<file path="config.mk">
export PLATFORM = sky130hd
export DESIGN_NAME = polynomial_kernel_engine_unit
export DESIGN_NICKNAME = d
export VERILOG_FILES = /design/src/hdl/pke_pkg.sv /design/src/hdl/pke_datapath.sv /design/src/hdl/pke_ctrl.sv /design/src/hdl/polynomial_kernel_engine_unit.sv
export SDC_FILE = /design/constraint.sdc
export NUM_CORES = 2
export LEC_CHECK = 0
export BUFFER_PORTS_ARGS = -buffer_cell sky130_fd_sc_hd__buf_2
export CORE_UTILIZATION = 55
export DETAILED_ROUTE_END_ITERATION = 7
export PLACE_DENSITY = 0.71
export SLEW_MARGIN = 15
export SYNTH_ARGS = -nofsm -noshare
export SYNTH_HDL_FRONTEND = slang
export SYNTH_HIERARCHICAL = 1
export SYNTH_SLANG_ARGS = --single-unit
</file>
<file path="constraint.sdc">
create_clock -name aclk -period 9.8 [get_ports aclk]
set_clock_uncertainty 0.1 [all_clocks]
set_input_delay 0.98 -clock aclk [delete_from_list [all_inputs] [get_ports aclk]]
set_output_delay 0.98 -clock aclk [all_outputs]
set_load 0.01 [all_outputs]
</file>
<file path="src/hdl/pke_pkg.sv">
`timescale 1ns / 1ps

package pke_pkg;

    // fixed-point formats
    localparam int VALUE_W  = 48;
    localparam int ELEM_W   = 16;
    localparam int ACC_FRAC = 24;
    localparam int HALF_W   = 24;
    localparam int SUM_W    = 73;
    localparam int DEG_W    = 4;
    localparam int STEP_W   = 3;

    localparam logic [VALUE_W-1:0] VALUE_ONE = VALUE_W'(1) << ACC_FRAC;
    localparam logic [VALUE_W-1:0] VALUE_MAX = {1'b0, {(VALUE_W-1){1'b1}}};
    localparam logic [VALUE_W-1:0] VALUE_MIN = {1'b1, {(VALUE_W-1){1'b0}}};

    // configuration register indexes
    localparam logic [1:0] REG_MODE   = 2'd0;
    localparam logic [1:0] REG_OFFSET = 2'd1;
    localparam logic [1:0] REG_DEGREE = 2'd2;

    // result register operations
    localparam logic [2:0] RES_HOLD = 3'd0;
    localparam logic [2:0] RES_LIN  = 3'd1;
    localparam logic [2:0] RES_POLY = 3'd2;
    localparam logic [2:0] RES_ONE  = 3'd3;
    localparam logic [2:0] RES_MUL  = 3'd4;

    // partial product select
    localparam logic [1:0] MUL_LL = 2'd0;
    localparam logic [1:0] MUL_HL = 2'd1;
    localparam logic [1:0] MUL_LH = 2'd2;
    localparam logic [1:0] MUL_HH = 2'd3;

    // partial sum operations
    localparam logic [1:0] SUM_NONE   = 2'd0;
    localparam logic [1:0] SUM_LOAD   = 2'd1;
    localparam logic [1:0] SUM_ADD    = 2'd2;
    localparam logic [1:0] SUM_ADD_HI = 2'd3;

    typedef struct packed {
        logic       load_prod;
        logic       add_prod;
        logic       clear_acc;
        logic [2:0] res_op;
        logic       mag_load;
        logic       mul_load;
        logic [1:0] mul_sel;
        logic [1:0] sum_op;
        logic       out_load;
    } pke_cmd_t;

endpackage

</file>
<file path="src/hdl/pke_datapath.sv">
`timescale 1ns / 1ps

module pke_datapath #(
    parameter int ELEM_FRAC_BITS = 12
) (
    input  logic                                aclk,
    input  logic                                aresetn,
    input  pke_pkg::pke_cmd_t                   cmd,
    input  logic signed [pke_pkg::ELEM_W-1:0]   elem_a,
    input  logic signed [pke_pkg::ELEM_W-1:0]   elem_b,
    input  logic signed [pke_pkg::VALUE_W-1:0]  cfg_offset,
    output logic signed [pke_pkg::VALUE_W-1:0]  kernel_value,
    output logic                                overflow
);

    localparam int VW    = pke_pkg::VALUE_W;
    localparam int HW    = pke_pkg::HALF_W;
    localparam int PW    = 2 * pke_pkg::ELEM_W;
    localparam int ShL   = (pke_pkg::ACC_FRAC >= 2 * ELEM_FRAC_BITS) ?
                           pke_pkg::ACC_FRAC - 2 * ELEM_FRAC_BITS : 0;
    localparam int ShR   = (pke_pkg::ACC_FRAC >= 2 * ELEM_FRAC_BITS) ?
                           0 : 2 * ELEM_FRAC_BITS - pke_pkg::ACC_FRAC;

    logic signed [VW-1:0]         prod_reg;
    logic signed [VW-1:0]         acc_reg;
    logic                         sat_reg;
    logic signed [VW-1:0]         base_reg;
    logic signed [VW-1:0]         res_reg;
    logic                         flag_reg;
    logic [VW-1:0]                mag_a_reg;
    logic [VW-1:0]                mag_b_reg;
    logic                         neg_reg;
    logic [VW-1:0]                mult_reg;
    logic [pke_pkg::SUM_W-1:0]    sum_reg;
    logic                         hh_ovf_reg;
    logic signed [VW-1:0]         out_value_reg;
    logic                         out_ovf_reg;

    logic signed [PW-1:0]         elem_prod;
    logic signed [VW-1:0]         prod_ext;
    logic signed [VW-1:0]         prod_scaled;
    logic [VW:0]                  acc_sum;
    logic [VW-1:0]                acc_sat;
    logic                         acc_ovf;
    logic [VW:0]                  base_sum;
    logic [VW-1:0]                base_sat;
    logic                         base_ovf;
    logic [HW-1:0]                op_a;
    logic [HW-1:0]                op_b;
    logic [VW-1:0]                lim;
    logic                         mul_ovf;
    logic [VW-1:0]                mag_clamped;
    logic [VW-1:0]                mul_value;

    // element product rescaled to the accumulator format
    always_comb begin
        elem_prod = elem_a * elem_b;
        prod_ext  = {{(VW-PW){elem_prod[PW-1]}}, elem_prod};
        if (ShR == 0) begin
            prod_scaled = prod_ext <<< ShL;
        end else begin
            prod_scaled = prod_ext >>> ShR;
        end
    end

    // saturating accumulate and offset add
    always_comb begin
        acc_sum  = {acc_reg[VW-1], acc_reg} + {prod_reg[VW-1], prod_reg};
        acc_ovf  = acc_sum[VW] ^ acc_sum[VW-1];
        acc_sat  = acc_ovf ? (acc_sum[VW] ? pke_pkg::VALUE_MIN : pke_pkg::VALUE_MAX)
                           : acc_sum[VW-1:0];
        base_sum = {acc_reg[VW-1], acc_reg} + {cfg_offset[VW-1], cfg_offset};
        base_ovf = base_sum[VW] ^ base_sum[VW-1];
        base_sat = base_ovf ? (base_sum[VW] ? pke_pkg::VALUE_MIN : pke_pkg::VALUE_MAX)
                            : base_sum[VW-1:0];
    end

    // operand halves for the shared 24x24 multiplier
    always_comb begin
        unique case (cmd.mul_sel)
            pke_pkg::MUL_LL: begin
                op_a = mag_a_reg[HW-1:0];
                op_b = mag_b_reg[HW-1:0];
            end
            pke_pkg::MUL_HL: begin
                op_a = mag_a_reg[VW-1:HW];
                op_b = mag_b_reg[HW-1:0];
            end
            pke_pkg::MUL_LH: begin
                op_a = mag_a_reg[HW-1:0];
                op_b = mag_b_reg[VW-1:HW];
            end
            default: begin
                op_a = mag_a_reg[VW-1:HW];
                op_b = mag_b_reg[VW-1:HW];
            end
        endcase
    end

    // clamp magnitude and restore sign
    always_comb begin
        lim         = neg_reg ? pke_pkg::VALUE_MIN : pke_pkg::VALUE_MAX;
        mul_ovf     = hh_ovf_reg || (sum_reg > pke_pkg::SUM_W'(lim));
        mag_clamped = mul_ovf ? lim : sum_reg[VW-1:0];
        mul_value   = neg_reg ? (~mag_clamped + 1'b1) : mag_clamped;
    end

    // accumulator state
    always_ff @(posedge aclk) begin
        if (!aresetn) begin
            acc_reg <= '0;
            sat_reg <= 1'b0;
        end else if (cmd.clear_acc) begin
            acc_reg <= '0;
            sat_reg <= 1'b0;
        end else if (cmd.add_prod) begin
            acc_reg <= acc_sat;
            sat_reg <= sat_reg | acc_ovf;
        end
    end

    // product stage
    always_ff @(posedge aclk) begin
        if (cmd.load_prod) begin
            prod_reg <= prod_scaled;
        end
    end

    // result and power base
    always_ff @(posedge aclk) begin
        unique case (cmd.res_op)
            pke_pkg::RES_LIN: begin
                res_reg  <= acc_reg;
                flag_reg <= sat_reg;
            end
            pke_pkg::RES_POLY: begin
                res_reg  <= base_sat;
                base_reg <= base_sat;
                flag_reg <= sat_reg | base_ovf;
            end
            pke_pkg::RES_ONE: begin
                res_reg  <= pke_pkg::VALUE_ONE;
                flag_reg <= sat_reg | base_ovf;
            end
            pke_pkg::RES_MUL: begin
                res_reg  <= mul_value;
                flag_reg <= flag_reg | mul_ovf;
            end
            default: begin
                res_reg <= res_reg;
            end
        endcase
    end

    // magnitudes for one power step
    always_ff @(posedge aclk) begin
        if (cmd.mag_load) begin
            mag_a_reg <= res_reg[VW-1] ? (~res_reg + 1'b1) : res_reg;
            mag_b_reg <= base_reg[VW-1] ? (~base_reg + 1'b1) : base_reg;
            neg_reg   <= res_reg[VW-1] ^ base_reg[VW-1];
        end
    end

    // partial product register
    always_ff @(posedge aclk) begin
        if (cmd.mul_load) begin
            mult_reg <= {{HW{1'b0}}, op_a} * {{HW{1'b0}}, op_b};
        end
    end

    // partial sum of the product shifted down by the fraction width
    always_ff @(posedge aclk) begin
        unique case (cmd.sum_op)
            pke_pkg::SUM_LOAD: begin
                sum_reg    <= pke_pkg::SUM_W'(mult_reg[VW-1:HW]);
                hh_ovf_reg <= 1'b0;
            end
            pke_pkg::SUM_ADD: begin
                sum_reg <= sum_reg + pke_pkg::SUM_W'(mult_reg);
            end
            pke_pkg::SUM_ADD_HI: begin
                sum_reg    <= sum_reg + pke_pkg::SUM_W'({mult_reg, {HW{1'b0}}});
                hh_ovf_reg <= |mult_reg[VW-1:HW-1];
            end
            default: begin
                sum_reg <= sum_reg;
            end
        endcase
    end

    // output payload
    always_ff @(posedge aclk) begin
        if (cmd.out_load) begin
            out_value_reg <= res_reg;
            out_ovf_reg   <= flag_reg;
        end
    end

    assign kernel_value = out_value_reg;
    assign overflow     = out_ovf_reg;

endmodule

</file>
<file path="src/hdl/pke_ctrl.sv">
`timescale 1ns / 1ps

module pke_ctrl #(
    parameter int MAX_DEGREE = 15
) (
    input  logic                          aclk,
    input  logic                          aresetn,
    input  logic                          s_valid,
    input  logic                          s_last_element,
    output logic                          s_ready,
    output logic                          m_valid,
    input  logic                          m_ready,
    input  logic                          cfg_mode,
    input  logic [pke_pkg::DEG_W-1:0]     cfg_degree,
    output pke_pkg::pke_cmd_t             cmd
);

    localparam logic [2:0] ST_RUN      = 3'd0;
    localparam logic [2:0] ST_ADD_LAST = 3'd1;
    localparam logic [2:0] ST_FINAL    = 3'd2;
    localparam logic [2:0] ST_MUL      = 3'd3;
    localparam logic [2:0] ST_OUT      = 3'd4;

    logic [2:0]                  state_reg, state_next;
    logic                        prod_valid_reg, prod_valid_next;
    logic [pke_pkg::STEP_W-1:0]  step_reg, step_next;
    logic [pke_pkg::DEG_W-1:0]   count_reg, count_next;
    logic                        m_valid_reg, m_valid_next;
    logic [pke_pkg::DEG_W-1:0]   deg_eff;
    logic                        accept;

    assign s_ready = (state_reg == ST_RUN);
    assign accept  = s_valid && s_ready;
    assign m_valid = m_valid_reg;

    // applied degree
    always_comb begin
        if (int'(cfg_degree) > MAX_DEGREE) begin
            deg_eff = MAX_DEGREE[pke_pkg::DEG_W-1:0];
        end else begin
            deg_eff = cfg_degree;
        end
    end

    // sequencer
    always_comb begin
        state_next      = state_reg;
        prod_valid_next = prod_valid_reg;
        step_next       = step_reg;
        count_next      = count_reg;
        cmd             = '0;
        cmd.res_op      = pke_pkg::RES_HOLD;
        cmd.mul_sel     = pke_pkg::MUL_LL;
        cmd.sum_op      = pke_pkg::SUM_NONE;

        unique case (state_reg)
            ST_RUN: begin
                cmd.load_prod   = accept;
                cmd.add_prod    = prod_valid_reg;
                prod_valid_next = accept && !s_last_element;
                if (accept && s_last_element) begin
                    state_next = ST_ADD_LAST;
                end
            end
            ST_ADD_LAST: begin
                cmd.add_prod = 1'b1;
                state_next   = ST_FINAL;
            end
            ST_FINAL: begin
                cmd.clear_acc = 1'b1;
                step_next     = '0;
                if (!cfg_mode) begin
                    cmd.res_op = pke_pkg::RES_LIN;
                    state_next = ST_OUT;
                end else if (deg_eff == '0) begin
                    cmd.res_op = pke_pkg::RES_ONE;
                    state_next = ST_OUT;
                end else begin
                    cmd.res_op = pke_pkg::RES_POLY;
                    count_next = deg_eff - 1'b1;
                    state_next = (deg_eff == pke_pkg::DEG_W'(1)) ? ST_OUT : ST_MUL;
                end
            end
            ST_MUL: begin
                step_next = step_reg + 1'b1;
                // four partial products through one multiplier, summed one behind
                unique case (step_reg)
                    3'd0: cmd.mag_load = 1'b1;
                    3'd1: begin
                        cmd.mul_load = 1'b1;
                        cmd.mul_sel  = pke_pkg::MUL_LL;
                    end
                    3'd2: begin
                        cmd.mul_load = 1'b1;
                        cmd.mul_sel  = pke_pkg::MUL_HL;
                        cmd.sum_op   = pke_pkg::SUM_LOAD;
                    end
                    3'd3: begin
                        cmd.mul_load = 1'b1;
                        cmd.mul_sel  = pke_pkg::MUL_LH;
                        cmd.sum_op   = pke_pkg::SUM_ADD;
                    end
                    3'd4: begin
                        cmd.mul_load = 1'b1;
                        cmd.mul_sel  = pke_pkg::MUL_HH;
                        cmd.sum_op   = pke_pkg::SUM_ADD;
                    end
                    3'd5: cmd.sum_op = pke_pkg::SUM_ADD_HI;
                    default: begin
                        cmd.res_op = pke_pkg::RES_MUL;
                        step_next  = '0;
                        count_next = count_reg - 1'b1;
                        if (count_reg == pke_pkg::DEG_W'(1)) begin
                            state_next = ST_OUT;
                        end
                    end
                endcase
            end
            ST_OUT: begin
                cmd.out_load = !m_valid_reg || m_ready;
                if (cmd.out_load) begin
                    state_next = ST_RUN;
                end
            end
            default: begin
                state_next = ST_RUN;
            end
        endcase
    end

    // output valid
    always_comb begin
        if (cmd.out_load) begin
            m_valid_next = 1'b1;
        end else if (m_ready) begin
            m_valid_next = 1'b0;
        end else begin
            m_valid_next = m_valid_reg;
        end
    end

    always_ff @(posedge aclk) begin
        if (!aresetn) begin
            state_reg      <= ST_RUN;
            prod_valid_reg <= 1'b0;
            step_reg       <= '0;
            count_reg      <= '0;
            m_valid_reg    <= 1'b0;
        end else begin
            state_reg      <= state_next;
            prod_valid_reg <= prod_valid_next;
            step_reg       <= step_next;
            count_reg      <= count_next;
            m_valid_reg    <= m_valid_next;
        end
    end

endmodule

</file>
<file path="src/hdl/polynomial_kernel_engine_unit.sv">
`timescale 1ns / 1ps

// Streaming dot product of signed Q4.12 element pairs into a saturating Q24.24
// accumulator, with an optional polynomial kernel (dot + offset)^degree. Pairs
// are taken one per cycle while a vector streams in. After the pair marked
// last, input stalls while the last product is added and the result formed,
// and in polynomial mode (degree limited to MAX_DEGREE) for every power step
// after the first; each runs its four 24x24 partial products through one
// shared multiplier, plus magnitude, sum and clamp steps. A new result cannot
// enter the output register while one waits there, and input stays closed.
// Registers sit at byte addresses 0 (mode), 8 (offset), 16 (degree), 64 bits.
module polynomial_kernel_engine_unit #(
    parameter int ELEM_FRAC_BITS = 12,
    parameter int MAX_DEGREE     = 15
) (
    input  logic               aclk,
    input  logic               aresetn,
    input  logic               psel,
    input  logic               penable,
    input  logic               pwrite,
    input  logic [4:0]         paddr,
    input  logic [63:0]        pwdata,
    output logic [63:0]        prdata,
    output logic               pready,
    input  logic               s_valid,
    output logic               s_ready,
    input  logic signed [15:0] s_elem_a,
    input  logic signed [15:0] s_elem_b,
    input  logic               s_last_element,
    output logic               m_valid,
    input  logic               m_ready,
    output logic signed [47:0] m_kernel_value,
    output logic               m_overflow
);

    logic                               cfg_mode_reg;
    logic signed [pke_pkg::VALUE_W-1:0] cfg_offset_reg;
    logic [pke_pkg::DEG_W-1:0]          cfg_degree_reg;
    logic [1:0]                         reg_index;
    logic                               cfg_write;
    pke_pkg::pke_cmd_t                  cmd;

    assign pready    = 1'b1;
    assign reg_index = paddr[4:3];
    assign cfg_write = psel && penable && pwrite;

    // configuration registers
    always_ff @(posedge aclk) begin
        if (!aresetn) begin
            cfg_mode_reg   <= 1'b0;
            cfg_offset_reg <= '0;
            cfg_degree_reg <= pke_pkg::DEG_W'(1);
        end else if (cfg_write) begin
            unique case (reg_index)
                pke_pkg::REG_MODE:   cfg_mode_reg   <= pwdata[0];
                pke_pkg::REG_OFFSET: cfg_offset_reg <= pwdata[pke_pkg::VALUE_W-1:0];
                pke_pkg::REG_DEGREE: cfg_degree_reg <= pwdata[pke_pkg::DEG_W-1:0];
                default:             cfg_mode_reg   <= cfg_mode_reg;
            endcase
        end
    end

    // register read back
    always_comb begin
        unique case (reg_index)
            pke_pkg::REG_MODE:   prdata = {63'b0, cfg_mode_reg};
            pke_pkg::REG_OFFSET: prdata = {{(64-pke_pkg::VALUE_W){cfg_offset_reg[47]}},
                                           cfg_offset_reg};
            pke_pkg::REG_DEGREE: prdata = {{(64-pke_pkg::DEG_W){1'b0}}, cfg_degree_reg};
            default:             prdata = '0;
        endcase
    end

    pke_ctrl #(
        .MAX_DEGREE(MAX_DEGREE)
    ) u_ctrl (
        .aclk           (aclk),
        .aresetn        (aresetn),
        .s_valid        (s_valid),
        .s_last_element (s_last_element),
        .s_ready        (s_ready),
        .m_valid        (m_valid),
        .m_ready        (m_ready),
        .cfg_mode       (cfg_mode_reg),
        .cfg_degree     (cfg_degree_reg),
        .cmd            (cmd)
    );

    pke_datapath #(
        .ELEM_FRAC_BITS(ELEM_FRAC_BITS)
    ) u_datapath (
        .aclk         (aclk),
        .aresetn      (aresetn),
        .cmd          (cmd),
        .elem_a       (s_elem_a),
        .elem_b       (s_elem_b),
        .cfg_offset   (cfg_offset_reg),
        .kernel_value (m_kernel_value),
        .overflow     (m_overflow)
    );

endmodule

</file>
==> metrics.yaml <==
synth:
  async_flop_share_pct: 0
  ys_ff_latch: 511
  ys_seq_area_share_pct: 22.4
  synth.avg_cell_area_um2: 9.23
  synth_cell_types: 95
  ys_warn_count: 6
  syn_nets: 8228
  dominantRegCellSynth: "edfxtp_1"
  synth_edf_count: 397
  synthCells: 6859
  syn-cell-area_um2: 63300
drt:
  wl_um: 193000
  ant_nets: 0
  wl_per_cell_um: 22.7
  first_pass_iters: 6
  post-route-drc-count: 0
  via_per_inst: 6.08
  vias: 51800
  drtIter0Drc: 5015
timing:
  setup_violations: 0
  maxSlewViolCount: 0
  finalCritPeriodShare_pct: 95.5
  rsz0062_at_grt: "no"
  setup_tns_ns: 0
  slew-limit-headroom_pct: 8.34
  min_period_ns: 9.36
  fmax_mhz: 107
  worst_pin_slew_ns: 1.37
  hold_viol: 0
critical_path:
  cpMostUsedCell: "inv_1"
  cp_slowest_stage_delay_ns: 0.58
  cp.required_ns: 10.06
  rr_endpoint: "u_datapath/mult_reg[47]"
  crit_slowest_cell: "fa_1"
  critPathMaxFanout: 48
  cp.arrival_ns: 9.61
  r2r_slack_ns: 0.44
  cp-end-kind: "flop"
  r2r-start: "u_ctrl/step_reg[0]"
  rr_worst_depth: 33
  critPathKind: "flop to flop"
  cp-start-kind: "flop"
die:
  core_area_um2: 114000
  start_util_pct: 55.4
  die_area_um2: 116000
  placementRows: 124
  die_x_um: 341
  pin_count: 225
  die_y_um: 341
cts:
  postCtsSetupRepairBufs: 0
  cts_tree: "done"
  cts_buffer_depth: 3
  cts_hold_buf: 0
  worstSkewPairLatency_ns: 0.68
  h-tree-depth: 2
  cts_resized: 0
  clock_sinks: 511
  cts_root_buf: "clkbuf_16"
  clkTransAtPathRegs_ns: 0.06
  cts_made_buffers: 58
layout:
  nets: 8319
  nFillCells: 9862
  area_delta_synth_final_pct: 7.28
  stdcell_area_um2: 67900
  largest_reg_flops: 73
  drive_above_1_share_pct: 7.50
power_and_ir_drop:
  power_density_nw_per_um2: 198
  total_power_uw: 13500
  max-vdd-ir-drop_uv: 1150
  power.static_leakage_uw: 0.0302
global_route:
  antenna_found_initial: 2
  grt_overflow: 0
  grt_max_degree: 98
  grt_pass1_vias: 50800
  grt_pass1_wl_um: 296000
  grt_use_total_pct: 33.1
hold_path:
  min_from: "cfg_offset_reg[45]"
  hold_path_end: "cfg_offset_reg[45]"
  holdPathStages: 2
  holdCritPathClass: "flop to flop"
placed_design:
  dp_hpwl_um: 151000
  gp_congestion: 1.02
  placed_area_um2: 66000
  portBuffers: 204
run:
  cap_violations: 0
run_status:
  status: "finished, final reports clean"
## worst max-delay path: cells and delay by family (launching register included)
kind,cells,cell delay [ns]
XOR/XNOR,1,0.14
flip-flops,1,0.36
multiplexers,1,0.24
AO/OA/AOI/OAI,10,2.45
AND/OR/NAND/NOR,2,0.28
buffers and inverters,10,1.07
adder cells (fa/ha/maj),9,4.25
## cells by family after synthesis
logic type,share of synthesized area (%)
and+or+nand+nor,14.4
AOI/OAI and AO/OA,13.5
adders and majority gates,34.5
buffers and inverters,7.36
DFF,22.4
xor gates and xnor gates,5.26
muxes,2.43
other,0.00593
## routing by layer
layer	track usage (%)	wire length, um	part of all wire [%]	vias to the layer above
met4	17.8	11700	6.1	0
met5	0	0	0	-
met1	44.0	75900	39	25500
met2	51.4	86900	45	2496
li1	-	-	-	23300
met3	6.06	18500	9.6	485
## area by class of cell
class / instances / area [um^2] / share of cell area [%]
Antenna cell: 2 / 5.00 / 0.00737
Clock buffer: 65 / 1480 / 2.18
Clock inverter: 42 / 390 / 0.575
Inverter: 916 / 3440 / 5.07
Multi-Input combinational cell: 5146 / 44600 / 65.6
Sequential cell: 511 / 14200 / 20.9
Tap cell: 1512 / 1890 / 2.79
Timing Repair Buffer: 317 / 1920 / 2.83
## layout by cell type (no fill, tap or decap), types with 18 or more instances in the layout
master / n
nand2_1: 791
nor3_1: 73
nand2b_1: 79
a211oi_1: 38
nor2_1: 465
or4_1: 19
o31ai_1: 51
dfxtp_1: 113
edfxtp_1: 397
buf_4: 108
o21ai_0: 311
o21a_1: 25
nand4_1: 46
a21oi_1: 388
mux2i_1: 96
ha_1: 512
nand3_1: 95
or3_1: 37
nor4_1: 36
fa_1: 748
a22o_1: 18
xnor2_1: 259
a31oi_1: 35
maj3_1: 48
mux2_2: 41
o21bai_1: 36
buf_2: 204
nor2b_1: 35
and3_1: 35
a21o_1: 165
o211ai_1: 38
inv_1: 910
xor2_1: 120
clkbuf_16: 58
o41ai_1: 18
o22ai_1: 35
and2_1: 174
a221o_1: 21
## Yosys cell counts (16+ instances only)
cell | number | area share [%]
a211oi_1 | 39 | 0.46
a21o_1 | 165 | 2.0
a21oi_1 | 392 | 3.1
a221o_1 | 21 | 0.33
a221oi_1 | 17 | 0.24
a22o_1 | 18 | 0.25
a31oi_1 | 35 | 0.35
and2_1 | 176 | 1.7
and3_1 | 35 | 0.35
buf_4 | 22 | 0.26
clkbuf_1 | 253 | 1.5
dfxtp_1 | 114 | 3.6
edfxtp_1 | 397 | 19
fa_1 | 748 | 24
ha_1 | 512 | 10
inv_1 | 911 | 5.4
maj3_1 | 48 | 0.76
mux2_2 | 41 | 0.73
mux2i_1 | 101 | 1.6
nand2_1 | 791 | 4.7
nand2b_1 | 79 | 0.78
nand3_1 | 95 | 0.75
nand4_1 | 46 | 0.45
nor2_1 | 468 | 2.8
nor2b_1 | 36 | 0.36
nor3_1 | 74 | 0.59
nor4_1 | 37 | 0.37
o211ai_1 | 38 | 0.45
o21a_1 | 25 | 0.30
o21ai_0 | 312 | 2.5
o21bai_1 | 37 | 0.44
o22ai_1 | 35 | 0.35
o311ai_0 | 16 | 0.22
o31ai_1 | 51 | 0.60
o41ai_1 | 19 | 0.26
or2_2 | 17 | 0.17
or3_1 | 37 | 0.37
or4_1 | 19 | 0.23
xnor2_1 | 260 | 3.6
xor2_1 | 120 | 1.7
## per-stage QoR
stage	hold WS, ns	util [%]	instances	setup slack [ns]
after global placement	0.336	57.8	8399	0.673
after global routing	0.397	59.5	8509	0.0359
after CTS	0.390	59.4	8506	0.443
after floorplan	0.328	-	6859	0.983
final	0.386	59.5	8511	0.442
after detailed placement	0.350	57.8	8399	0.502
## report_power, final
| group | total (uW) | internal, uW | switching, uW |
|---|---|---|---|
| sequential | 3050 | 2860 | 182 |
| clock | 2180 | 1220 | 960 |
| combinational | 8250 | 3510 | 4730 |
| total | 13500 | 7600 | 5870 |
## worst max-delay path by stage
stage                         endpoint           startpoint  slack, ns
3_3_place_gp   u_datapath/mult_reg[45]  u_ctrl/state_reg[1]       0.67
5_1_grt        u_datapath/mult_reg[46]   u_ctrl/step_reg[0]       0.04
4_1_cts        u_datapath/mult_reg[47]  u_ctrl/state_reg[1]       0.44
3_5_place_dp   u_datapath/mult_reg[46]  u_ctrl/state_reg[1]       0.50
2_1_floorplan  u_datapath/mult_reg[46]  u_ctrl/state_reg[0]       0.98
6_report       u_datapath/mult_reg[47]   u_ctrl/step_reg[0]       0.44
No activity file was read; power rests on OpenSTA's default activity.
